## src/design/cfr_pkg.sv

```systemverilog
// Shared types and constants of the CAN frame reassembler.
`timescale 1ns / 1ps
package cfr_pkg;

	localparam int LANES   = 8;
	localparam int BYTE_W  = 8;
	localparam int WORD_W  = LANES * BYTE_W;
	localparam int NUM_CH  = 2;
	localparam int PADDR_W = 4;
	localparam int PDATA_W = 32;

	localparam logic [1:0] REG_UPGRADE_CODE = 2'd0;
	localparam logic [1:0] REG_PANEL_SRC    = 2'd1;
	localparam logic [1:0] REG_BOARD_LIMIT  = 2'd2;

	localparam logic [2:0] ERR_NONE       = 3'd0;
	localparam logic [2:0] ERR_WRONG_SRC  = 3'd1;
	localparam logic [2:0] ERR_SRC_CHANGE = 3'd2;
	localparam logic [2:0] ERR_SEQ_GAP    = 3'd3;
	localparam logic [2:0] ERR_LENGTH     = 3'd4;
	localparam logic [2:0] ERR_FULL_START = 3'd5;
	localparam logic [2:0] ERR_OVERFLOW   = 3'd6;

	localparam logic KIND_ERROR = 1'b0;
	localparam logic KIND_DATA  = 1'b1;

	typedef struct packed {
		logic [7:0] upgrade_code;
		logic [7:0] panel_src;
		logic [7:0] board_limit;
	} cfg_t;

	typedef enum logic [1:0] {
		ST_IDLE,
		ST_PROC,
		ST_READ,
		ST_EMIT
	} state_t;

endpackage

```

## src/design/cfr_buf.sv

```systemverilog
// Packet byte buffer: eight byte lanes, each lane written at its own row, read as one row.
`timescale 1ns / 1ps
module cfr_buf #(
	parameter int ADDR_W = 6
) (
	input  logic                                     clk,
	input  logic [cfr_pkg::LANES-1:0]                wr_en,
	input  logic [cfr_pkg::LANES-1:0][ADDR_W-1:0]    wr_addr,
	input  logic [cfr_pkg::LANES-1:0][cfr_pkg::BYTE_W-1:0] wr_data,
	input  logic                                     rd_en,
	input  logic [ADDR_W-1:0]                        rd_addr,
	output logic [cfr_pkg::WORD_W-1:0]               rd_data
);

	localparam int DEPTH = 1 << ADDR_W;

	for (genvar b = 0; b < cfr_pkg::LANES; b++) begin : g_lane
		logic [cfr_pkg::BYTE_W-1:0] mem [DEPTH];
		logic [cfr_pkg::BYTE_W-1:0] rd_q;

		always_ff @(posedge clk) begin
			if (wr_en[b]) begin
				mem[wr_addr[b]] <= wr_data[b];
			end
			if (rd_en) begin
				rd_q <= mem[rd_addr];
			end
		end

		assign rd_data[b*cfr_pkg::BYTE_W +: cfr_pkg::BYTE_W] = rd_q;
	end

endmodule

```

## config.mk

```make
export PLATFORM = sky130hd
export DESIGN_NAME = cfr_buf
export DESIGN_NICKNAME = d
export VERILOG_FILES = /design/src/design/cfr_pkg.sv /design/src/design/cfr_buf.sv
export SDC_FILE = /design/constraint.sdc
export NUM_CORES = 2
export LEC_CHECK = 0
export ABC_AREA = 1
export BUFFER_PORTS_ARGS = -buffer_cell sky130_fd_sc_hd__buf_2
export CAP_MARGIN = 5
export CELL_PAD_IN_SITES_DETAIL_PLACEMENT = 0
export CELL_PAD_IN_SITES_GLOBAL_PLACEMENT = 1
export CORE_MARGIN = 1.5
export CORE_UTILIZATION = 56
export DETAILED_ROUTE_END_ITERATION = 7
export PLACE_DENSITY_LB_ADDON = 0.1
export SLEW_MARGIN = 20
export SYNTH_ARGS = -nofsm -noshare
export SYNTH_HDL_FRONTEND = slang
export SYNTH_SLANG_ARGS = --single-unit
```

## constraint.sdc

```tcl
create_clock -name clk -period 4.9 [get_ports clk]
set_clock_uncertainty 0.15 [all_clocks]
set_input_delay 0.49 -clock clk [delete_from_list [all_inputs] [get_ports clk]]
set_output_delay 0.49 -clock clk [all_outputs]
set_load 0.05 [all_outputs]
```

==> flow_summary_export.csv <==
group,metric,value,unit
outcome,status,"completed",
clock_network,postCtsSetupBuffers,0,
worst_setup_path,cp.arrival,3.15,ns
drt,drt_iter0_markers,11958,
synthesis,seq_area_frac_synth,74.0,%
drt,finalWirelength,434000,µm
clock_network,cts_tree,"done",
worst_setup_path,cp-startpoint,"rd_addr[1]",
finish,final_nets,14076,
clock_network,post_cts_resized,0,
floorplanning,ios,192,
drt,vias,108220,
place,gp_congestion,0.839,
clock_network,cts_root_buf,"clkbuf_16",
finish,fillers,23395,
clock_network,cts_buffer_depth,4,
finish,final_common_cell,"nand2_1",
clock_network,cts.sinks,4160,
drt,drtAntennaViolNets,0,
synthesis,syn_nets,14156,
worst_setup_path,crit_required,5.44,ns
synthesis,yosys.area.top_type,"edfxtp_1",
worst_setup_path,rr_startpoint,"g_lane[6].mem[60][5]",
power,p_leak,64.9,nW
grt,grt_max_degree,197,
floorplanning,die_area,305000,µm²
finish,drive_above_1_share,6.78,%
synthesis,avgSynthCellArea,12.0,µm²
synthesis,ys_seq_elements,4160,
floorplanning,core,300000,µm²
sta,finalSetupViolations,0,
sta,post-route-min-period,2.61,ns
grt,grt_usage,28.0,%
drt,drt-pass1-iter-count,8,
worst_setup_path,worst-path-buf-inv,4,
drt,avgRoutedWirePerCell,23.8,µm
power,p_per_area,407,nW/µm²
worst_setup_path,path_common_cell,"nand3_1",
finish,multi_input_area,38500,µm²
grt,grt_pass1_vias,102814,
synthesis,synthCells,14028,
worst_setup_path,startpoint_type,"primary input",
finish,area_delta_synth_final,9.80,%
worst_setup_path,path_class,"in -> reg",
synthesis,netlist.area_leader.share,74.0,%
finish,most-common-layout-cells,"nand2_1 (4425), edfxtp_1 (4160), nand3_1 (3901), nor2_1 (513), clkbuf_16 (429)",
sta,rsz0062_at_grt,"no",
grt,grt_pass1_wl,653000,µm
worst_setup_path,cp_slowest_cell,"inv_16",
min_path,hold_class,"in -> reg",
run,maxCapViolCount,0,
sta,fin_tns_setup,0,ns
clock_network,insertion_delay,0.97,ns
synthesis,synth_area,169000,µm²
place,dp_hpwl,239000,µm
worst_setup_path,slowest_delay,0.56,ns
finish,register_area,125000,µm²
worst_setup_path,critPathMaxFanout,126,
floorplanning,num_rows,201,
clock_network,clk_pin_slew,0.06,ns
sta,hold_violations,0,
sta,tightest_slew,1.12,ns
clock_network,htreeDepth,5,
sta,post-route-period-util,53.3,%
min_path,holdCritStartpoint,"wr_data[48]",
floorplanning,die_w,552,µm
drt,via_per_inst,5.93,
power,ir_drop,0.295,mV
worst_setup_path,path_cells,"buf_8, inv_16, buf_12, buf_4, nand3_1, nand3_1, nand3_1, nand3_1, nand2_1, nand2_1, nand2_1",
worst_setup_path,path_delay_family,"buffers and inverters",
finish,fin_util,61.8,%
clock_network,numCtsBuffers,421,
synthesis,synth_warnings,0,
drt,drc,0,
floorplanning,initial_core_util,56.3,%
sta,fmax,383,MHz
floorplanning,die_y,552,µm
synthesis,synthDistinctLibCells,16,
place,portBuffers,191,
worst_setup_path,end_kind,"flip-flop",
grt,antenna_found_initial,8,
synthesis,synth_area_leaders,"edfxtp_1 (74%), nand3_1 (12%), nand2_1 (9.8%), buf_2 (1.5%), nor2_1 (1.1%)",
sta,maxSlewViolCount,0,
sta,slew_headroom,24.8,%
grt,overflow,0,
==> flip-flops by register name (all words and copies together), names as in the netlist <==
signal / count
g_lane.mem: 4096
g_lane.rd_q: 64
==> stage by stage <==
| step | area [µm²] | hold WS, ns | setup slack [ns] | cells | total power, mW |
|---|---|---|---|---|---|
| 6_report | 185000 | 0.0568 | 2.29 | 18263 | 75.4 |
| 5_1_grt | 185000 | 0.0536 | 2.29 | 18256 | 77.5 |
| 4_1_cts | 185000 | 0.0176 | 2.22 | 18255 | 75.8 |
| 3_5_place_dp | 172000 | 0.702 | 1.40 | 17477 | 45.0 |
| 3_3_place_gp | 172000 | 0.712 | 1.47 | 17476 | 44.9 |
| 2_1_floorplan | 169000 | 0.439 | 2.91 | 14028 | 43.0 |
==> Yosys cell counts <==
cell type  instances
nor3_1             8
nand4_1           58
nor2_1           513
edfxtp_1        4160
buf_2            491
clkbuf_1         152
nand3_1         3901
inv_1             58
buf_4            107
inv_2              2
buf_6            106
buf_12             1
nand2_1         4425
inv_4              2
buf_8              1
buf_1             43
==> path summary, 6_finish.rpt <==
check	slack (ns)	end	depth (start not counted)
worst max register to register	3.06	g_lane[6].rd_q[5]	8
worst min-delay path	0.06	g_lane[6].mem[29][0]	2
worst min register to register	0.72	g_lane[1].rd_q[0]	8
worst max-delay path	2.29	g_lane[0].rd_q[6]	11
==> repair_timing <==
action | in CTS | in global routing
hold buffers | 6 | 0
hold endpoints to repair | 94 | 0
endpoints found under the setup margin | 0 | 0
==> cells by family after synthesis <==
group / Yosys count / share of synthesized area (%)
buffers and inverters: 963 / 3.23
DFF: 4160 / 74.0
and+or+nand+nor: 8905 / 22.8
==> layout make-up <==
class                           instances  area share, %
Sequential cell                      4160           67.4
Tap cell                             3958           2.67
Clock inverter                        251           1.19
Clock buffer                          521           5.98
Antenna cell                            8         0.0108
Inverter                               62          0.155
Timing Repair Buffer                  398           1.86
Multi-Input combinational cell       8905           20.7
==> report_power, final <==
group	switching, mW	leakage, nW	internal [mW]
registers	0.118	37.5	39.5
clock network	13.3	6.50	17.9
logic	3.53	20.9	1.08
total	16.9	64.9	58.5
==> per-layer routing <==
layer | share of wire, % | GRT usage [%]
met5 | 0.0085 | 0
met4 | 2.7 | 7.62
met1 | 42 | 40.5
met3 | 7.2 | 3.53
met2 | 48 | 45.1
Note: power is estimated with default switching activity, not from simulation.
