## config.mk

```make
export PLATFORM = sky130hd
export DESIGN_NAME = cfr_regs
export DESIGN_NICKNAME = d
export VERILOG_FILES = /design/src/design/cfr_pkg.sv /design/src/design/cfr_regs.sv
export SDC_FILE = /design/constraint.sdc
export NUM_CORES = 1
export LEC_CHECK = 0
export BUFFER_PORTS_ARGS = -buffer_cell sky130_fd_sc_hd__buf_2
export CORE_MARGIN = 5
export CORE_UTILIZATION = 43
export CTS_CLUSTER_SIZE = 8
export DETAILED_ROUTE_END_ITERATION = 8
export GPL_TIMING_DRIVEN = 0
export PLACE_DENSITY = 0.95
export SETUP_SLACK_MARGIN = 0.5
export SLEW_MARGIN = 30
export SYNTH_ARGS = -nofsm -noshare
export SYNTH_HDL_FRONTEND = slang
export SYNTH_SLANG_ARGS = --single-unit
export TNS_END_PERCENT = 5
```

## constraint.sdc

```tcl
create_clock -name clk -period 1.08 [get_ports clk]
set_input_delay 0.108 -clock clk [delete_from_list [all_inputs] [get_ports clk]]
set_output_delay 0.108 -clock clk [all_outputs]
set_load 0.1 [all_outputs]
```

## src/design/cfr_pkg.sv

```systemverilog
// Shared types and constants of the CAN frame reassembler.
`timescale 1ns / 1ps
package cfr_pkg;

	localparam int LANES   = 8;
	localparam int BYTE_W  = 8;
	localparam int WORD_W  = LANES * BYTE_W;
	localparam int NUM_CH  = 2;
	localparam int PADDR_W = 4;
	localparam int PDATA_W = 32;

	localparam logic [1:0] REG_UPGRADE_CODE = 2'd0;
	localparam logic [1:0] REG_PANEL_SRC    = 2'd1;
	localparam logic [1:0] REG_BOARD_LIMIT  = 2'd2;

	localparam logic [2:0] ERR_NONE       = 3'd0;
	localparam logic [2:0] ERR_WRONG_SRC  = 3'd1;
	localparam logic [2:0] ERR_SRC_CHANGE = 3'd2;
	localparam logic [2:0] ERR_SEQ_GAP    = 3'd3;
	localparam logic [2:0] ERR_LENGTH     = 3'd4;
	localparam logic [2:0] ERR_FULL_START = 3'd5;
	localparam logic [2:0] ERR_OVERFLOW   = 3'd6;

	localparam logic KIND_ERROR = 1'b0;
	localparam logic KIND_DATA  = 1'b1;

	typedef struct packed {
		logic [7:0] upgrade_code;
		logic [7:0] panel_src;
		logic [7:0] board_limit;
	} cfg_t;

	typedef enum logic [1:0] {
		ST_IDLE,
		ST_PROC,
		ST_READ,
		ST_EMIT
	} state_t;

endpackage

```

## src/design/cfr_regs.sv

```systemverilog
// APB configuration registers of the CAN frame reassembler.
`timescale 1ns / 1ps
module cfr_regs (
	input  logic                        clk,
	input  logic                        arst_n,
	input  logic                        psel,
	input  logic                        penable,
	input  logic                        pwrite,
	input  logic [cfr_pkg::PADDR_W-1:0] paddr,
	input  logic [cfr_pkg::PDATA_W-1:0] pwdata,
	output logic [cfr_pkg::PDATA_W-1:0] prdata,
	output logic                        pready,
	output cfr_pkg::cfg_t               cfg
);

	cfr_pkg::cfg_t cfg_q;
	logic          wr_en;
	logic [1:0]    reg_idx;

	assign pready  = 1'b1;
	assign wr_en   = psel && penable && pwrite;
	assign reg_idx = paddr[3:2];
	assign cfg     = cfg_q;

	always_ff @(posedge clk or negedge arst_n) begin
		if (!arst_n) begin
			cfg_q <= '0;
		end else if (wr_en) begin
			case (reg_idx)
				cfr_pkg::REG_UPGRADE_CODE: cfg_q.upgrade_code <= pwdata[7:0];
				cfr_pkg::REG_PANEL_SRC:    cfg_q.panel_src    <= pwdata[7:0];
				cfr_pkg::REG_BOARD_LIMIT:  cfg_q.board_limit  <= pwdata[7:0];
				default: ;
			endcase
		end
	end

	always_comb begin
		case (reg_idx)
			cfr_pkg::REG_UPGRADE_CODE: prdata = {24'd0, cfg_q.upgrade_code};
			cfr_pkg::REG_PANEL_SRC:    prdata = {24'd0, cfg_q.panel_src};
			cfr_pkg::REG_BOARD_LIMIT:  prdata = {24'd0, cfg_q.board_limit};
			default:                   prdata = '0;
		endcase
	end

endmodule

```

==> flow_metrics.tcl <==
set metrics [dict create \
    ioPinCount 98 \
    arrival_ns 1.26 \
    grt_usage_pct 16.6 \
    finClkSkew_ns 0 \
    cts_buffers 3 \
    setup_tns_ns -4.43 \
    antennaDiodeCount 0 \
    cp_max_fo 3 \
    vdd_ir_drop_max_mv 1.42 \
    maxCapViolations 0 \
    htree_levels 1 \
    worstPathRequired_ns 0.97 \
    worstMarginPinSlew_ns 0.690 \
    combPwrFrac_pct 68.5 \
    synth-seq-cells 24 \
    first_pass_iters 4 \
    violations "negative hold slack, negative setup slack" \
    globalplace.congestion 0.692 \
    holdWs_ns -0.244 \
    ys_seq_area_share_pct 45.0 \
    worst_slack_ns -0.289 \
    nets 225 \
    start_util_pct 44.4 \
    reg2reg_depth 2 \
    rows 20 \
    path_cells "mux2i_4 -> o21ai_4 -> buf_12" \
    wl_per_cell_um 16.8 \
    switching_power_mw 3.40 \
    cts.clk_slew.worst_paths_ns 0.12 \
    slew_violations 0 \
    grt_pass1_wl_um 5310 \
    seqPwrFrac_pct 25.3 \
    route.antenna.remaining_nets 0 \
    clk_latency_ns 0.31 \
    grtUsageMet2_pct 32.5 \
    use_met1_pct 16.6 \
    placed_cell_area_um2 1950 \
    hold_viol 24 \
    critPathSlowestCell "dfrtp_4" \
    grt_setup_unrepaired "true" \
    p_sw_share_pct 55.8 \
    vias_per_cell 4.56 \
    syn_avg_cell_area_um2 12.3 \
    gr-usage-met3_pct 4.10 \
    port_buffers 46 \
    netlist_instances 108 \
    yosysUniqueCellTypes 15 \
    first_iter_violations 22 \
    stdcell_area_um2 2400 \
    largest_reg_flops 24 \
    cp-end-kind "primary output" \
    p_int_mw 2.70 \
    p_per_area_nw_per_um2 2540 \
    hold_path.class "in2async" \
    clock-sinks 24 \
    clkPwrFrac_pct 6.2 \
    dieArea_um2 4320 \
    synth_area_um2 1330 \
    clockBufferDepth 2 \
    start_kind "flop" \
    syn_to_final_growth_pct 80.0 \
    drcViolationCount 0 \
    num-fill-cells 155 \
    cts_tree "done" \
    die_y_um 65.7 \
    grt_overflow 0 \
    yosys_warnings 0 \
    status "finished, violations left" \
    finalSetupViolCount 39 \
    drt-total-wl_um 3620 \
    vias 981 \
    place_hpwl_um 2370 \
    fmax_mhz 731 \
    root_buffer "clkbuf_4" \
    final_layout_size_suffix_gt1_share_pct 80.8 \
    antenna_found_initial 0 \
    critPathKind "reg2out" \
    core_um2 3000 \
    grt_pass1_vias 1063 \
    grt_max_degree 25 \
    cp_slowest_stage_delay_ns 0.52 \
    post-route-period-util_pct 127 \
    p_leak_nw 1.08 \
    min_period_ns 1.37 \
    die_w_um 65.7 \
    relSlewSlack_pct 53.7 \
    utilization_pct 80.0 \
    busiest_layer "met2" \
]
-- kinds of logic (layout without fill, tap and decap cells) --
logic type	Yosys count	in the layout	share of synthesized area [%]
AO/OA/AOI/OAI	8	8	3.00
buffers and inverters	29	80	16.6
flip-flops	24	24	45.0
multiplexers	32	32	28.5
other	2	25	0.563
AND/OR/NAND/NOR	13	13	6.29
-- timing repair --
action                                  CTS  global route
resized for setup                        92            24
endpoints found under the setup margin   56            56
gates cloned                              0             0
hold endpoints to repair                 24            24
pin swaps                                 6             2
buffers inserted                          1             1
-- power groups by stage --
stage          clock [mW]  sequential (mW)  combinational (mW)
6_report            0.376             1.54                4.17
5_1_grt             0.416             1.58                4.27
4_1_cts             0.397             1.51                4.01
3_5_place_dp            0             1.46                3.41
3_3_place_gp            0             1.45                3.38
2_1_floorplan           0             3.01                1.45
-- path summary, 6_finish.rpt --
| check | end | slack, ns | start |
|---|---|---|---|
| max in group asynchronous | cfg[13] | 0.93 | arst_n |
| worst min-delay path | cfg[15] | -0.24 | arst_n |
| worst max-delay path | prdata[2] | -0.29 | cfg[18] |
| worst max register to register | cfg[9] | 0.06 | cfg[9] |
| min in group clk | cfg[14] | 0.05 | pwdata[6] |
| worst min register to register | cfg[7] | 0.59 | cfg[7] |
-- per-stage QoR --
| step | setup slack [ns] | power (mW) | hold slack, ns | cells |
|---|---|---|---|---|
| global placement | -0.702 | 4.84 | 0.114 | 210 |
| CTS | -0.296 | 5.92 | -0.236 | 214 |
| global route | -0.339 | 6.26 | -0.214 | 215 |
| finish | -0.289 | 6.09 | -0.244 | 215 |
| floorplan | -0.344 | 4.45 | -0.188 | 131 |
| detailed placement | -0.731 | 4.88 | 0.118 | 210 |
-- cell usage in the layout, fill, tap and decap left out, types with 4 or more instances in the layout --
cell,instances
mux2i_4,8
nand2_1,8
mux2_4,9
dfrtp_4,16
conb_1,25
buf_8,4
mux2_2,15
dfrtp_2,8
buf_6,9
buf_2,14
clkbuf_4,4
buf_12,21
o21ai_4,8
buf_4,27
-- synthesized netlist by cell type --
cell type / n / area share [%]
buf_4: 26 / 15
dfrtp_1: 24 / 45
mux2_2: 16 / 14
mux2_4: 8 / 9.0
mux2i_1: 8 / 6.0
nand2_1: 8 / 2.3
o21ai_0: 8 / 3.0
buf_6: 2 / 1.7
conb_1: 2 / 0.56
clkbuf_1: 1 / 0.28
nand3_2: 1 / 0.75
nor2b_1: 1 / 0.47
nor3_2: 1 / 0.75
nor3b_4: 1 / 1.4
or3b_1: 1 / 0.66
-- layout make-up --
cell class / instances / area, µm² / area share, %
buffer: 29 / 234 / 9.74
timing repair buffer: 48 / 633 / 26.4
multi-input combinational: 78 / 800 / 33.3
clock buffer: 3 / 22.5 / 0.938
tap: 33 / 41.3 / 1.72
sequential: 24 / 671 / 27.9
-- critical path, delay by kind of cell, from the launching register on --
kind	cells	cell delay, ns
flip-flops	1	0.52
buffers and inverters	1	0.16
AO/OA/AOI/OAI	1	0.09
multiplexers	1	0.18
-- metal layers --
layer	vias up	part of all wire [%]	wire, µm
met5	-	0	0
met2	34	58	2110
met1	475	35	1280
met4	0	0.75	27
li1	470	-	-
met3	2	5.6	203
(Power assumes the default switching activity.)
