File: src/design/cfr_pkg.sv
// Shared types and constants of the CAN frame reassembler.
`timescale 1ns / 1ps
package cfr_pkg;

	localparam int LANES   = 8;
	localparam int BYTE_W  = 8;
	localparam int WORD_W  = LANES * BYTE_W;
	localparam int NUM_CH  = 2;
	localparam int PADDR_W = 4;
	localparam int PDATA_W = 32;

	localparam logic [1:0] REG_UPGRADE_CODE = 2'd0;
	localparam logic [1:0] REG_PANEL_SRC    = 2'd1;
	localparam logic [1:0] REG_BOARD_LIMIT  = 2'd2;

	localparam logic [2:0] ERR_NONE       = 3'd0;
	localparam logic [2:0] ERR_WRONG_SRC  = 3'd1;
	localparam logic [2:0] ERR_SRC_CHANGE = 3'd2;
	localparam logic [2:0] ERR_SEQ_GAP    = 3'd3;
	localparam logic [2:0] ERR_LENGTH     = 3'd4;
	localparam logic [2:0] ERR_FULL_START = 3'd5;
	localparam logic [2:0] ERR_OVERFLOW   = 3'd6;

	localparam logic KIND_ERROR = 1'b0;
	localparam logic KIND_DATA  = 1'b1;

	typedef struct packed {
		logic [7:0] upgrade_code;
		logic [7:0] panel_src;
		logic [7:0] board_limit;
	} cfg_t;

	typedef enum logic [1:0] {
		ST_IDLE,
		ST_PROC,
		ST_READ,
		ST_EMIT
	} state_t;

endpackage

File: src/design/cfr_ctrl.sv
// Frame checker, channel contexts, buffer write and packet word sequencer.
`timescale 1ns / 1ps
module cfr_ctrl #(
	parameter int  MAX_PACKET_BYTES = 256,
	localparam int LEN_W = $clog2(MAX_PACKET_BYTES + 1),
	localparam int ROW_N = (MAX_PACKET_BYTES + 7) / 8,
	localparam int ROW_W = (ROW_N > 1) ? $clog2(ROW_N) : 1
) (
	input  logic                  clk,
	input  logic                  arst_n,
	input  cfr_pkg::cfg_t         cfg,
	input  logic                  start,
	output logic                  busy,
	input  logic                  channel,
	input  logic [7:0]            source_addr,
	input  logic [7:0]            cmd_code,
	input  logic [7:0]            seq_id,
	input  logic                  last_frame,
	input  logic [3:0]            data_length,
	input  logic [63:0]           frame_data,
	output logic [cfr_pkg::LANES-1:0] wr_en,
	output logic [cfr_pkg::LANES-1:0][ROW_W:0] wr_addr,
	output logic [cfr_pkg::LANES-1:0][cfr_pkg::BYTE_W-1:0] wr_data,
	output logic                  rd_en,
	output logic [ROW_W:0]        rd_addr,
	input  logic [63:0]           rd_data,
	output logic                  strobe,
	output logic                  kind,
	output logic [2:0]            error_code,
	output logic [63:0]           packet_word,
	output logic [3:0]            word_bytes,
	output logic [LEN_W-1:0]      packet_length,
	output logic [7:0]            packet_source,
	output logic                  out_channel,
	output logic                  last
);

	localparam logic [LEN_W:0] MAX_L = (LEN_W + 1)'(MAX_PACKET_BYTES);

	cfr_pkg::state_t state_q, state_d;

	logic             ch_q;
	logic [7:0]       src_q;
	logic [7:0]       code_q;
	logic [7:0]       seq_q;
	logic             lastf_q;
	logic [3:0]       dlen_q;
	logic [63:0]      data_q;

	logic [LEN_W-1:0] len_q  [cfr_pkg::NUM_CH];
	logic [7:0]       exp_q  [cfr_pkg::NUM_CH];
	logic [7:0]       lsrc_q [cfr_pkg::NUM_CH];

	logic [LEN_W-1:0] emit_len_q;
	logic [LEN_W-1:0] pos_q;

	logic             strobe_q;
	logic             kind_q;
	logic [2:0]       err_q;
	logic [63:0]      word_q;
	logic [3:0]       bytes_q;
	logic [LEN_W-1:0] plen_q;
	logic [7:0]       psrc_q;
	logic             pch_q;
	logic             plast_q;

	logic             accept;
	logic [LEN_W-1:0] cur_len;
	logic [7:0]       cur_exp;
	logic [7:0]       cur_lsrc;
	logic             match;
	logic             src_ok;
	logic             is_start;
	logic [2:0]       ctx_err;
	logic [LEN_W-1:0] base_len;
	logic             full;
	logic             len_bad;
	logic [LEN_W:0]   space;
	logic [LEN_W:0]   dlen_ext;
	logic [LEN_W:0]   sum_len;
	logic             ovf;
	logic [LEN_W-1:0] len_after;
	logic             copy_ok;
	logic [2:0]       lane_off [cfr_pkg::LANES];
	logic [LEN_W:0]   lane_pos [cfr_pkg::LANES];
	logic [LEN_W-1:0] remain;
	logic [3:0]       cnt;
	logic             emit_done;

	logic             ctx_upd;
	logic [LEN_W-1:0] len_new;
	logic             res_valid;
	logic             res_kind;
	logic [2:0]       res_err;
	logic [63:0]      res_word;
	logic [3:0]       res_bytes;
	logic [LEN_W-1:0] res_len;
	logic [7:0]       res_src;
	logic             res_last;
	logic             load_emit;
	logic             pos_step;

	assign busy   = (state_q != cfr_pkg::ST_IDLE);
	assign accept = start && !busy;

	assign cur_len  = len_q[ch_q];
	assign cur_exp  = exp_q[ch_q];
	assign cur_lsrc = lsrc_q[ch_q];

	assign match    = (code_q == cfg.upgrade_code);
	assign src_ok   = ch_q ? (src_q == cfg.panel_src) : (src_q < cfg.board_limit);
	assign is_start = (seq_q == 8'd0);

	always_comb begin
		if (is_start) begin
			ctx_err = cfr_pkg::ERR_NONE;
		end else if (cur_lsrc != src_q) begin
			ctx_err = cfr_pkg::ERR_SRC_CHANGE;
		end else if (cur_exp != seq_q) begin
			ctx_err = cfr_pkg::ERR_SEQ_GAP;
		end else begin
			ctx_err = cfr_pkg::ERR_NONE;
		end
	end

	assign base_len  = is_start ? '0 : cur_len;
	assign full      = ({1'b0, base_len} >= MAX_L);
	assign len_bad   = (dlen_q > 4'd8);
	assign space     = MAX_L - {1'b0, base_len};
	assign dlen_ext  = (LEN_W + 1)'(dlen_q);
	assign sum_len   = {1'b0, base_len} + dlen_ext;
	assign ovf       = (dlen_ext > space);
	assign len_after = ovf ? '0 : sum_len[LEN_W-1:0];
	assign copy_ok   = match && src_ok && (ctx_err == cfr_pkg::ERR_NONE) && !len_bad && !full;

	assign remain    = emit_len_q - pos_q;
	assign emit_done = (remain <= LEN_W'(8));
	assign cnt       = emit_done ? remain[3:0] : 4'd8;

	always_comb begin
		for (int b = 0; b < cfr_pkg::LANES; b++) begin
			lane_off[b] = 3'(b) - base_len[2:0];
			lane_pos[b] = {1'b0, base_len} + (LEN_W + 1)'(lane_off[b]);
			wr_en[b]    = (state_q == cfr_pkg::ST_PROC) && copy_ok
				&& ({1'b0, lane_off[b]} < dlen_q) && (lane_pos[b] < MAX_L);
			wr_addr[b]  = {ch_q, ROW_W'(lane_pos[b] >> 3)};
			wr_data[b]  = data_q[{lane_off[b], 3'b000} +: 8];
		end
	end

	always_comb begin
		state_d = state_q;
		case (state_q)
			cfr_pkg::ST_IDLE: begin
				if (start) begin
					state_d = cfr_pkg::ST_PROC;
				end
			end
			cfr_pkg::ST_PROC: begin
				state_d = (copy_ok && lastf_q) ? cfr_pkg::ST_READ : cfr_pkg::ST_IDLE;
			end
			cfr_pkg::ST_READ: begin
				state_d = cfr_pkg::ST_EMIT;
			end
			cfr_pkg::ST_EMIT: begin
				state_d = emit_done ? cfr_pkg::ST_IDLE : cfr_pkg::ST_READ;
			end
			default: begin
				state_d = cfr_pkg::ST_IDLE;
			end
		endcase
	end

	always_comb begin
		ctx_upd   = 1'b0;
		len_new   = base_len;
		res_valid = 1'b0;
		res_kind  = cfr_pkg::KIND_ERROR;
		res_err   = cfr_pkg::ERR_NONE;
		res_word  = '0;
		res_bytes = '0;
		res_len   = '0;
		res_src   = src_q;
		res_last  = 1'b1;
		load_emit = 1'b0;
		pos_step  = 1'b0;
		rd_en     = 1'b0;
		rd_addr   = {ch_q, ROW_W'(pos_q >> 3)};
		case (state_q)
			cfr_pkg::ST_PROC: begin
				if (match) begin
					if (!src_ok) begin
						res_valid = 1'b1;
						res_err   = cfr_pkg::ERR_WRONG_SRC;
					end else if (ctx_err != cfr_pkg::ERR_NONE) begin
						res_valid = 1'b1;
						res_err   = ctx_err;
					end else if (len_bad) begin
						ctx_upd   = 1'b1;
						res_valid = 1'b1;
						res_err   = cfr_pkg::ERR_LENGTH;
					end else if (full) begin
						ctx_upd   = 1'b1;
						len_new   = '0;
						res_valid = 1'b1;
						res_err   = cfr_pkg::ERR_FULL_START;
					end else begin
						ctx_upd   = 1'b1;
						len_new   = lastf_q ? '0 : len_after;
						load_emit = 1'b1;
						res_valid = ovf;
						res_err   = cfr_pkg::ERR_OVERFLOW;
						res_last  = !lastf_q;
					end
				end
			end
			cfr_pkg::ST_READ: begin
				rd_en = 1'b1;
			end
			cfr_pkg::ST_EMIT: begin
				pos_step  = 1'b1;
				res_valid = 1'b1;
				res_kind  = cfr_pkg::KIND_DATA;
				res_bytes = cnt;
				res_len   = emit_len_q;
				res_src   = cur_lsrc;
				res_last  = emit_done;
				for (int b = 0; b < cfr_pkg::LANES; b++) begin
					res_word[b*8 +: 8] = (4'(b) < cnt) ? rd_data[b*8 +: 8] : 8'd0;
				end
			end
			default: ;
		endcase
	end

	always_ff @(posedge clk or negedge arst_n) begin
		if (!arst_n) begin
			state_q  <= cfr_pkg::ST_IDLE;
			strobe_q <= 1'b0;
			for (int c = 0; c < cfr_pkg::NUM_CH; c++) begin
				len_q[c]  <= '0;
				exp_q[c]  <= '0;
				lsrc_q[c] <= '0;
			end
		end else begin
			state_q  <= state_d;
			strobe_q <= res_valid;
			if (ctx_upd) begin
				len_q[ch_q]  <= len_new;
				exp_q[ch_q]  <= is_start ? 8'd1 : cur_exp + 8'd1;
				lsrc_q[ch_q] <= is_start ? src_q : cur_lsrc;
			end
		end
	end

	always_ff @(posedge clk) begin
		if (accept) begin
			ch_q    <= channel;
			src_q   <= source_addr;
			code_q  <= cmd_code;
			seq_q   <= seq_id;
			lastf_q <= last_frame;
			dlen_q  <= data_length;
			data_q  <= frame_data;
		end
		if (load_emit) begin
			emit_len_q <= len_after;
			pos_q      <= '0;
		end else if (pos_step) begin
			pos_q <= pos_q + LEN_W'(8);
		end
		if (res_valid) begin
			kind_q  <= res_kind;
			err_q   <= res_err;
			word_q  <= res_word;
			bytes_q <= res_bytes;
			plen_q  <= res_len;
			psrc_q  <= res_src;
			pch_q   <= ch_q;
			plast_q <= res_last;
		end
	end

	assign strobe        = strobe_q;
	assign kind          = kind_q;
	assign error_code    = err_q;
	assign packet_word   = word_q;
	assign word_bytes    = bytes_q;
	assign packet_length = plen_q;
	assign packet_source = psrc_q;
	assign out_channel   = pch_q;
	assign last          = plast_q;

endmodule

File: config.mk
export PLATFORM = sky130hd
export DESIGN_NAME = cfr_ctrl
export DESIGN_NICKNAME = d
export VERILOG_FILES = /design/src/design/cfr_pkg.sv /design/src/design/cfr_ctrl.sv
export SDC_FILE = /design/constraint.sdc
export NUM_CORES = 1
export LEC_CHECK = 0
export ABC_AREA = 0
export BUFFER_PORTS_ARGS = -buffer_cell sky130_fd_sc_hd__clkbuf_2
export CAP_MARGIN = 25
export CORE_MARGIN = 1
export CORE_UTILIZATION = 45
export CTS_BUF_LIST = sky130_fd_sc_hd__clkbuf_4 sky130_fd_sc_hd__clkbuf_8
export DETAILED_ROUTE_END_ITERATION = 7
export HOLD_SLACK_MARGIN = 0.1
export PLACE_DENSITY = 0.81
export SYNTH_ARGS = -nofsm -noshare
export SYNTH_HDL_FRONTEND = slang
export SYNTH_SLANG_ARGS = --single-unit
File: constraint.sdc
create_clock -name clk -period 11 [get_ports clk]
set_input_delay 2.2 -clock clk [delete_from_list [all_inputs] [get_ports clk]]
set_output_delay 2.2 -clock clk [all_outputs]
set_load 0.02 [all_outputs]
==> results.md, run 1 <==
- FP Rows: 65
- Clock Sinks: 253
- Area Growth Syn to Fin: 22.10%
- Global-route wire length before repair: 65.32 mm
- Flop and latch count out of synthesis: 253
- CP Class: reg -> out
- Vias: 11820
- GRT overflow: 0
- # diodes: 0
- WL met3: 3.503 mm
- DIE WIDTH: 181.5 um
- Post-CTS Setup Bufs: 0
- Post-synth EDFFs: 194
- Synth Area in Compound Gates: 7.280%
- Critical Path RT: 8.80 ns
- Asr flop ratio synth: 20.95%
- RSZ-0062 raised after global routing: no
- CTS tree: built
- Top FF cell, synth: edfxtp_1
- Drt drc: 0
- Detailed-route wire length per cell: 19.90 um
- CP endpoint: wr_en[4]
- Largest net degree at the start of global routing: 75
- Clock Latency Late Sink: 0.57 ns
- CP endpoint kind: output pin
- Uppermost layer routed: met4
- NumNets Final: 1980
- RR Startpoint: seq_q[0]
- Placed Area: 16770 um^2
- Max Transition Viols Final: 0
- Worst setup path startpoint: seq_q[0]
- Die ar.: 32960 um^2
- Post-Place Setup Slack: 2.683 ns
- Final setup violation count: 0
- Leakage: 8.430 nW
- Yosys top cell area share: 40.16%
- Antenna viol nets, final: 0
- Mux cell area share after synthesis: 13.77%
- Fin. Hold Viols: 0
- GP Congestion: 0.9339
- Final Instance Area: 17710 um^2
- Crit path DAT: 6.87 ns
- Reg2Reg Depth: 16
- DP Wirelength: 32.91 mm
- Hold-fix buffers at CTS: 0
- Critical path startpoint category: flop
- Number of global-route vias before repair: 11790
- Tmin final: 9.069 ns
- Yosys warns: 0
- IO buf count: 404
- Syn_area_per_cell: 10.77 um^2
- Initial antenna violation count: 0
- CTS root buffer: clkbuf_8
- Hold Crit Class: reg -> reg
- Fin crit share: 82.44%
- Setup slack after layout: 1.931 ns
- Area contributors post-synth: edfxtp_1 (40%), mux2i_1 (10%), dfrtp_1 (9.1%)
- Placeable Area: 31640 um^2
- Leading area contributor after synthesis: edfxtp_1
- Setup Skew: 0.02585 ns
- Metal2 WL: 21.32 mm
- Syn Std Cell Area: 14510 um^2
- Power per standard cell area: 121.0 nW/um^2
- Clock Tree Buf Depth: 3
- Setup TNS: 0 ns
- XOR/XNOR Fraction of Synth Area: 5.373%
- Post-Syn Nets: 1585
- Mapped Cells: 1347
- Register area share after synthesis: 50.13%
- Post-CTS Resized: 0
- CTS clock-pin slew for the worst setup and hold paths: 0.06 ns
- Tot Pwr: 2.143 mW
- Actual slew at the worst max-slew pin: 1.031 ns
- Worst VDD drop: 0.09160 mV
- H-Tree Depth: 2
- GR Util All Layers: 25.81%
- WL final: 43.39 mm
- Metal-1 WL: 16.90 mm
- Final hold slack: 0.4808 ns
- Post-synthesis simple-gate area fraction: 14.16%
- Layout cell share with drive strength beyond 1: 31.50%
- IO Count: 405
- R2R Setup Slk: 3.58 ns
- Die Height: 181.5 um
- Yosys cell types: 75
- Drt first-iter violations: 958
- Routed vias/inst: 5.420
- Pre-Repair DR Iteration Count: 8
- Adder-cell share of the synthesized area: 4.623%
- CTS buffer count: 45
- Status: completed
- Max-cap viol count: 0
- Fmax: 0.1103 GHz
- Initial core utilization: 45.85%
- Max_slew headroom: 30.69%
- Worst R2R End: packet_word[59]
- Crit-path max FO: 23
- Largest family of logic cells by synthesized area: simple AND/OR/NAND/NOR gates
-- cell families after synthesis --
family,Yosys count
buffers and inverters,149
AOI/OAI and AO/OA,162
and+or+nand+nor,449
DFF,253
xor gates and xnor gates,89
muxes,192
adders and majority gates,53
-- Yosys cell counts, types with 4 or more instances --
| master | instances |
|---|---|
| inv_2 | 8 |
| and3_1 | 8 |
| nand3_1 | 12 |
| xnor2_1 | 68 |
| ha_1 | 52 |
| mux2_1 | 8 |
| nor4_1 | 7 |
| o31ai_1 | 6 |
| mux2i_1 | 147 |
| o211ai_1 | 4 |
| xor2_1 | 21 |
| nor3_1 | 18 |
| dfrtp_1 | 53 |
| a222oi_1 | 4 |
| o21ai_1 | 13 |
| and4b_1 | 4 |
| nand2_1 | 203 |
| edfxtp_1 | 194 |
| a21oi_1 | 43 |
| inv_1 | 71 |
| dfxtp_1 | 6 |
| a21o_1 | 8 |
| o22ai_1 | 5 |
| buf_2 | 19 |
| buf_4 | 17 |
| buf_6 | 4 |
| o21ai_0 | 36 |
| nor2b_1 | 25 |
| a31oi_1 | 4 |
| nand4_1 | 10 |
| and2_1 | 18 |
| buf_1 | 5 |
| nor2_1 | 112 |
| or3_1 | 7 |
| a221oi_1 | 4 |
| clkbuf_1 | 22 |
| nand2b_1 | 7 |
| mux2_2 | 31 |
-- worst min-delay path by stage --
stage	startpoint	endpoint	cells past startpoint
after floorplan	exp_q[0]	exp_q[0]	1
after global placement	exp_q[0]	exp_q[0]	1
after detailed placement	exp_q[0]	exp_q[0]	1
after CTS	exp_q[0]	exp_q[0]	1
after global routing	exp_q[0]	exp_q[0]	1
final	exp_q[6]	exp_q[6]	2
-- placed cells by master, fill, tap and decap left out, drive strengths merged, types with 4 or more instances in the layout --
cell / synthesis / routed
nand4: 10 / 10
a222oi: 4 / 4
clkbuf: 22 / 468
nand3: 12 / 12
dfxtp: 6 / 6
ha: 52 / 52
edfxtp: 194 / 194
inv: 79 / 81
nor2b: 25 / 25
a221oi: 5 / 5
xor2: 21 / 21
o21ai: 50 / 50
and2: 18 / 18
a31oi: 4 / 4
mux2: 42 / 42
clkinv: 3 / 16
nand2: 203 / 203
or3: 7 / 7
a21o: 8 / 8
xnor2: 68 / 68
nor4: 9 / 9
o211ai: 4 / 4
nand2b: 7 / 7
nor2: 114 / 114
and3: 8 / 8
buf: 45 / 11
or2: 6 / 6
dfrtp: 53 / 53
o22ai: 5 / 5
mux2i: 150 / 150
o31ai: 6 / 6
and4b: 4 / 4
a21oi: 44 / 44
nor3: 18 / 18
-- report_power, final --
| group | internal, mW | leakage (nW) | switching [mW] |
|---|---|---|---|
| clock | 0.506 | 0.498 | 0.404 |
| combinational | 0.0672 | 5.30 | 0.0979 |
| sequential | 1.05 | 2.63 | 0.0176 |
-- per-layer routing --
metal,GRT usage [%],vias to the layer above
met2,45.71,626
met3,5.114,103
met5,0,-
met4,10.17,0
met1,30.71,5562
li1,-,5525
-- flip-flops by register name (all words and copies together), names as in the netlist, 2 cells and up --
name,count
data_q,64
packet_word,64
len_q,18
exp_q,16
lsrc_q,16
emit_len_q,9
packet_length,9
code_q,8
packet_source,8
seq_q,8
src_q,8
pos_q,6
dlen_q,4
word_bytes,4
error_code,3
state_q,2
-- worst max-delay path, cell delays in order (launching register included) --
cell and delay [ns]:
edfxtp_1 0.43, nor4_1 0.46, nand2_1 0.57, and2_1 0.33, buf_4 0.25, inv_2 0.48, ha_1 0.38, inv_1 0.13
ha_1 0.77, clkinv_1 0.74, a222oi_1 0.95, o22ai_1 0.19, nor3_1 0.35, clkbuf_2 0.24
-- per-stage QoR --
stage,cells,util [%]
6_report,2180,55.99
5_1_grt,2180,55.99
4_1_cts,2180,55.99
3_5_place_dp,2097,53.01
3_3_place_gp,2097,53.01
2_1_floorplan,1347,-
-- area by class of cell --
type,count,area [um^2]
timing repair buffer,415,2105
clock buffer,64,768.2
clock inverter,19,172.7
sequential,253,7272
tap,402,503.0
fill,2734,13920
multi-input combinational,945,6584
inverter,82,307.8
Note: power is estimated with default switching activity, not from simulation.
==> run 2, diff against run 1 <==
Clock period 11 ns to 7.6 ns, I/O delays scaled along.
==> results.md, run 2 (synthesis results as in run 1) <==
- Post-CTS Setup Bufs: 0 (unchanged)
- CTS root buffer: clkbuf_8
- Die ar.: 32960 um^2 (unchanged)
- Leakage: 8.481 nW (+0.60%)
- Detailed-route wire length per cell: 19.85 um (-0.29%)
- Critical path startpoint category: flop
- CP endpoint kind: output pin
- Clock Latency Late Sink: 0.58 ns (about the same)
- H-Tree Depth: 2 (unchanged)
- Fin. Hold Viols: 0 (unchanged)
- Crit-path max FO: 38 (+65%)
- Drt drc: 0 (unchanged)
- Number of global-route vias before repair: 11860 (+0.57%)
- IO Count: 405 (unchanged)
- Clock Tree Buf Depth: 3 (unchanged)
- Fin crit share: 94.08%
- Critical Path RT: 6.08 ns (-2.72 ns)
- DIE WIDTH: 181.5 um (unchanged)
- GRT overflow: 0 (unchanged)
- Final hold slack: 0.4774 ns (-0.003405 ns)
- Initial core utilization: 45.85% (unchanged)
- Final setup violation count: 0 (unchanged)
- Most common cell after layout, fill and taps aside: clkbuf_2
- Antenna viol nets, final: 0 (unchanged)
- # diodes: 0 (unchanged)
- CTS buffer count: 44 (-2.2%)
- Tmin final: 7.150 ns
- Area of the multi-input gates: 6584 um^2 (unchanged)
- Largest net degree at the start of global routing: 68 (-9.3%)
- Max-cap viol count: 0 (unchanged)
- IO buf count: 404 (unchanged)
- Routed vias/inst: 5.441 (+0.38%)
- Setup Skew: 0.04500 ns (+0.01915 ns)
- Hold Crit Class: reg -> reg
- Max_slew headroom: 33.73% (+3.0 points)
- Filler Cell Count: 2645 (-3.3%)
- Max Transition Viols Final: 0 (unchanged)
- Fmax: 0.1399 GHz
- Tot Pwr: 3.087 mW (+44%)
- GR Util All Layers: 26.00% (+0.19 points)
- Vias: 11910 (+0.80%)
- DP Wirelength: 33.11 mm (+0.60%)
- Layout cell share with drive strength beyond 1: 32.06% (+0.57 points)
- WL final: 43.44 mm (+0.12%)
- Crit path DAT: 5.63 ns (-1.24 ns)
- Area Growth Syn to Fin: 22.69%
- Clock Sinks: 253 (unchanged)
- Drt first-iter violations: 875 (-8.7%)
- Hold-fix buffers at CTS: 0 (unchanged)
- Power per standard cell area: 173.4 nW/um^2 (+43%)
- NumNets Final: 1989 (+0.45%)
- Initial antenna violation count: 0 (unchanged)
- Actual slew at the worst max-slew pin: 0.9857 ns (-0.04508 ns)
- CTS tree: built
- FP Rows: 65 (unchanged)
- GP Congestion: 0.9172 (-1.8%)
- Placeable Area: 31640 um^2 (unchanged)
- Pre-Repair DR Iteration Count: 6 (-2)
- CP Class: reg -> out
- Setup slack after layout: 0.4497 ns (-1.482 ns)
- Setup TNS: 0 ns (unchanged)
- Post-Place Setup Slack: 1.227 ns (-1.456 ns)
- CTS clock-pin slew for the worst setup and hold paths: 0.06 ns (about the same)
- Register area: 7272 um^2 (unchanged)
- Global-route wire length before repair: 66.12 mm (+1.2%)
- Status: completed
- Worst VDD drop: 0.1538 mV (+68%)
- Most frequent cells in the layout: clkbuf_2 (404), nand2_1 (203), edfxtp_1 (194), mux2i_1 (147), nor2_1 (110)
- Post-CTS Resized: 0 (unchanged)
- RSZ-0062 raised after global routing: no
- Die Height: 181.5 um (unchanged)
run 2: changes by cell type in the layout (fill, tap and decap cells not counted), sizes merged:
cell    previous run  this run
buf               11        20
clkbuf           468       473
clkinv            16        12
bufinv             2         0
inv               81        82
run 2: path summary, 6_finish.rpt:
check,start,endpoint,slack [ns],cells after the start
max,seq_q[0],wr_en[3],0.45,12
min,exp_q[0],exp_q[0],0.48,1
max reg2reg,seq_q[0],packet_word[58],1.57,16
min reg2reg,exp_q[0],exp_q[0],0.48,1
max in group asynchronous,arst_n,lsrc_q[4],6.08,2
min in group asynchronous,arst_n,exp_q[6],1.03,2
run 2: per-layer routing:
metal | vias to the layer above | track usage, % | routed length [um]
li1 | 5539 | - | -
met1 | 5632 | 31.08 | 16680
met4 | 0 | 11.93 | 1849
met5 | - | 0 | 0
met2 | 627 | 44.92 | 21200
met3 | 112 | 5.415 | 3705
run 2: area by class of cell:
| class | instances | area share, % |
|---|---|---|
| well taps | 402 | 2.826 |
| clock buffers | 68 | 4.661 |
| clock inverters | 14 | 0.5975 |
| repair buffers | 425 | 12.34 |
| flip-flops and latches | 253 | 40.86 |
| inverters | 82 | 1.729 |
| multi-input cells | 945 | 36.99 |
run 2: power breakdown:
| part | switching (mW) | leakage, nW | internal [mW] |
|---|---|---|---|
| Sequential | 0.0247 | 2.63 | 1.52 |
| Clock | 0.590 | 0.499 | 0.711 |
| Combinational | 0.143 | 5.35 | 0.0977 |
| Total | 0.758 | 8.48 | 2.33 |
run 2: worst max-delay path, cell delays in order, from the launching register on:
cell and delay [ns]:
edfxtp_1 0.40, or4_4 0.20, nor2_4 0.12, nor2_4 0.74, clkinv_1 0.87, ha_1 0.47, nand2_1 0.18, a21oi_1 0.07
ha_1 0.22, a211o_1 0.32, nand2b_1 0.39, a2111oi_0 0.71, clkbuf_2 0.30
run 2: through the flow:
stage | util, % | instance area [um^2] | std cells
final | 56.26 | 17800 | 2189
after global routing | 56.26 | 17800 | 2189
after CTS | 56.23 | 17790 | 2188
after detailed placement | 53.28 | 16850 | 2106
after global placement | 53.24 | 16840 | 2105
after floorplan | - | 14510 | 1347
